**src/sv/tpic_pkg.sv**
```systemverilog
package tpic_pkg;

	localparam int CoordBits = 8;

	typedef struct packed {
		logic [CoordBits-1:0] first_x0;
		logic [CoordBits-1:0] first_y0;
		logic [CoordBits-1:0] first_x1;
		logic [CoordBits-1:0] first_y1;
		logic [CoordBits-1:0] first_x2;
		logic [CoordBits-1:0] first_y2;
		logic [CoordBits-1:0] second_x0;
		logic [CoordBits-1:0] second_y0;
		logic [CoordBits-1:0] second_x1;
		logic [CoordBits-1:0] second_y1;
		logic [CoordBits-1:0] second_x2;
		logic [CoordBits-1:0] second_y2;
	} tpic_in_t;

	typedef struct packed {
		logic meets;
		logic interiors_apart;
		logic common_vertex;
	} tpic_out_t;

	// sign of an orientation value
	typedef struct packed {
		logic pos;
		logic neg;
	} tpic_sign_t;

endpackage

```
**src/sv/tpic_classify.sv**
```systemverilog
// Turns orientation signs into the three flags, registered as stage 3.
module tpic_classify import tpic_pkg::*; (
	input  logic       clk,
	input  logic       arst_n,
	input  logic       vld,
	input  tpic_sign_t sgn [2][3][6],
	input  logic       shared,
	output logic       vld_o,
	output tpic_out_t  res
);

	logic      vld_s3;
	tpic_out_t res_s3;
	tpic_out_t nxt;

	always_comb begin
		logic in_ok, out_ok, sep;
		int   oth, i2, j2;
		nxt = '0;
		nxt.common_vertex = shared;
		// closed point-in-triangle tests
		for (int t = 0; t < 2; t++)
			for (int q = 0; q < 3; q++) begin
				oth = (1 - t) * 3 + q;
				in_ok = !sgn[t][0][oth].neg && !sgn[t][1][oth].neg && !sgn[t][2][oth].neg;
				out_ok = !sgn[t][0][oth].pos && !sgn[t][1][oth].pos && !sgn[t][2][oth].pos;
				if (in_ok || out_ok)
					nxt.meets = 1'b1;
			end
		// proper edge crossings
		for (int i = 0; i < 3; i++)
			for (int j = 0; j < 3; j++) begin
				i2 = (i + 1) % 3;
				j2 = (j + 1) % 3;
				if (((sgn[0][i][3+j].pos && sgn[0][i][3+j2].neg) ||
				     (sgn[0][i][3+j].neg && sgn[0][i][3+j2].pos)) &&
				    ((sgn[1][j][i].pos && sgn[1][j][i2].neg) ||
				     (sgn[1][j][i].neg && sgn[1][j][i2].pos)))
					nxt.meets = 1'b1;
			end
		// separating edge lines
		for (int t = 0; t < 2; t++)
			for (int e = 0; e < 3; e++) begin
				sep = 1'b1;
				for (int q = 0; q < 3; q++) begin
					oth = (1 - t) * 3 + q;
					if ((sgn[t][e][t*3 + (e+2)%3].pos && sgn[t][e][oth].pos) ||
					    (sgn[t][e][t*3 + (e+2)%3].neg && sgn[t][e][oth].neg))
						sep = 1'b0;
				end
				if (sep)
					nxt.interiors_apart = 1'b1;
			end
	end

	always_ff @(posedge clk) begin
		res_s3 <= nxt;
	end

	always_ff @(posedge clk or negedge arst_n) begin
		if (!arst_n) begin
			vld_s3 <= 1'b0;
		end else begin
			vld_s3 <= vld;
		end
	end

	assign vld_o = vld_s3;
	assign res   = res_s3;

endmodule

```
**config.mk**
```make
export PLATFORM = sky130hd
export DESIGN_NAME = tpic_classify
export DESIGN_NICKNAME = d
export VERILOG_FILES = /design/src/sv/tpic_pkg.sv /design/src/sv/tpic_classify.sv
export SDC_FILE = /design/constraint.sdc
export NUM_CORES = 1
export LEC_CHECK = 0
export ABC_AREA = 1
export BUFFER_PORTS_ARGS = -buffer_cell sky130_fd_sc_hd__buf_4
export CAP_MARGIN = 0
export CORE_MARGIN = 10
export CORE_UTILIZATION = 37
export CTS_CLUSTER_SIZE = 30
export DETAILED_ROUTE_END_ITERATION = 8
export GPL_TIMING_DRIVEN = 0
export HOLD_SLACK_MARGIN = 0.1
export PLACE_DENSITY_LB_ADDON = 0.08
export SKIP_CTS_REPAIR_TIMING = 1
export SLEW_MARGIN = 5
export SYNTH_ARGS = -nofsm -noshare
export SYNTH_HDL_FRONTEND = slang
export SYNTH_SLANG_ARGS = --single-unit
```
**constraint.sdc**
```tcl
create_clock -name clk -period 1.45 [get_ports clk]
set_clock_uncertainty 0.15 [all_clocks]
set_input_delay 0.2175 -clock clk [delete_from_list [all_inputs] [get_ports clk]]
set_output_delay 0.2175 -clock clk [all_outputs]
set_load 0.005 [all_outputs]
```
==> metrics.md <==
| Metric | Value |
|---|---|
| Number of global-route vias before repair | `1126` |
| Port buffer count | `55` |
| Synth Cell Area | `729 µm²` |
| Crit path depth | `1` |
| Via count | `1158` |
| Worst Setup SP | `vld_o` |
| Worst path cell trace | `buf_4` |
| Critical path class | `reg2out` |
| Crit path buf inv count | `1` |
| Clock Tree Buf Depth | `2` |
| Slew Viols, Final | `0` |
| Tmin final | `1.12 ns` |
| Initial antenna violation count | `0` |
| Initial Utilization | `0.380` |
| Die height | `64.4 µm` |
| Overall power | `0.576 mW` |
| Worst Hold Class | `in2async` |
| Layout fillers | `197` |
| Hpwl dp | `2570 µm` |
| H-tree depth | `1` |
| # clock sinks | `4` |
| # Max-Cap Violations | `0` |
| Slew margin rel. | `0.867` |
| Cell family with most CP delay | `flip-flops` |
| Vias per cell | `4.47` |
| GRT overflow | `0` |
| RSZ-0062 raised after global routing | `no` |
| Final setup fails | `0` |
| DR iter-0 viols | `37` |
| YS warnings | `0` |
| Slowest-stage cell, CP | `dfrtp_1` |
| Reg clk slew, reported paths | `0.05 ns` |
| Setup TNS | `0 ns` |
| Worst slack at placement | `0.331 ns` |
| Fin util | `0.641` |
| I/O Pins | `80` |
| Tot GR Track Use | `0.131` |
| DR WL/cell | `11.4 µm` |
| Data required, critical path | `1.08 ns` |
| Synth Instances | `170` |
| Worst-margin pin slew | `0.197 ns` |
| Unique masters post-synth | `8` |
| First-pass GRT wire length | `4650 µm` |
| Leakage power | `0.829 nW` |
| CP max stage delay | `0.37 ns` |
| Most common cell after layout, fill and taps aside | `nand2_1` |
| Share of cells above drive strength 1 | `0.250` |
| Synthesized Nets | `246` |
| DRC Markers | `0` |
| Post-Route WL | `2950 µm` |
| Period utilization | `0.772` |
| CTS buffer count | `3` |
| CP arrival | `0.75 ns` |
| P&R area growth vs syn | `69.0%` |
| Pwr Density | `468 mW/mm²` |
| Worst Setup EP | `vld_o` |
| Worst Setup Start Kind | `flip-flop` |
| Fmax | `894 MHz` |
| Worst setup EP type | `output pin` |
| Die Area | `0.00415 mm²` |
| Syn avg cell area | `4.29 µm²` |
| Largest net degree at the start of global routing | `5` |
| Drt first pass iters | `4` |
| Most frequent cells in the layout | `103 x nand2_1, 55 x buf_4, 29 x inv_1` |
| Core Region | `0.00192 mm²` |
| Die width | `64.4 µm` |
| Sequential fraction of the synthesis area | `0.117` |
| N_diodes | `0` |
| Root Driver | `clkbuf_4` |
| Seq cells post-synth | `4` |
| Std-Cell Rows | `16` |
| Hold Vio Cnt, Final | `0` |
| Crit-path max FO | `1` |
| Final GP Congestion | `0.862` |
| Final worst setup slack | `0.331 ns` |
| Nets | `309` |
| Maximum VDD drop | `0.000307 V` |
| Antenna Violating Nets Remaining | `0` |
| Status | `completed` |
| TritonCTS clock tree | `built` |
-- logic make-up (layout without fill, tap and decap cells) --
group,count (synthesis),count (layout),share of synthesized area
AOI/OAI and AO/OA,4,4,0.0274
buffers and inverters,29,91,0.149
DFF,4,4,0.117
and+or+nand+nor,133,133,0.707
-- Yosys cell counts --
cell type | instances | area, µm²
nand3_1 | 11 | 55.1
nor3_1 | 2 | 10.0
nand2_1 | 103 | 387
nor2_1 | 17 | 63.8
dfxtp_1 | 3 | 60.1
inv_1 | 29 | 109
dfrtp_1 | 1 | 25.0
o21ai_0 | 4 | 20.0
-- registers in the layout, summed over array words and instances (netlist names) --
register,cells
res,3
vld_o,1
-- worst min-delay path by stage --
stage / startpoint / cells after the start / endpoint / slack, ns
after CTS: arst_n / 1 / vld_o / -0.42
after detailed placement: arst_n / 1 / vld_o / -0.16
after global routing: arst_n / 2 / vld_o / 0.15
after global placement: arst_n / 1 / vld_o / -0.16
after floorplan: arst_n / 0 / vld_o / -0.23
final: arst_n / 2 / vld_o / 0.15
-- final cells by class --
type | count | area [µm²] | share of cell area
flip-flops and latches | 4 | 85.1 | 0.0690
multi-input cells | 137 | 536 | 0.435
clock buffers | 4 | 26.3 | 0.0213
inverters | 29 | 109 | 0.0883
well taps | 27 | 33.8 | 0.0274
repair buffers | 58 | 443 | 0.359
-- per-layer routing --
metal | part of all wire | vias to the layer above | global-route usage
li1 | - | 622 | -
met3 | 0.064 | 2 | 0.0296
met5 | 0 | - | 0
met4 | 0.0054 | 0 | 0.0321
met2 | 0.52 | 39 | 0.245
met1 | 0.41 | 495 | 0.145
-- power by group --
part / internal, mW / switching [mW] / leakage, nW
Sequential: 0.117 / 0.00173 / 0.0365
Clock: 0.104 / 0.0561 / 0.0150
Combinational: 0.157 / 0.141 / 0.778
-- per-stage QoR --
| step | hold WS [ns] | instance area, µm² | instances |
|---|---|---|---|
| 2_1_floorplan | -0.228 | 729 | 170 |
| 3_3_place_gp | -0.157 | 1180 | 252 |
| 3_5_place_dp | -0.156 | 1180 | 252 |
| 4_1_cts | -0.424 | 1200 | 256 |
| 5_1_grt | 0.153 | 1230 | 259 |
| 6_report | 0.148 | 1230 | 259 |
Note: power is estimated with default switching activity, not from simulation.
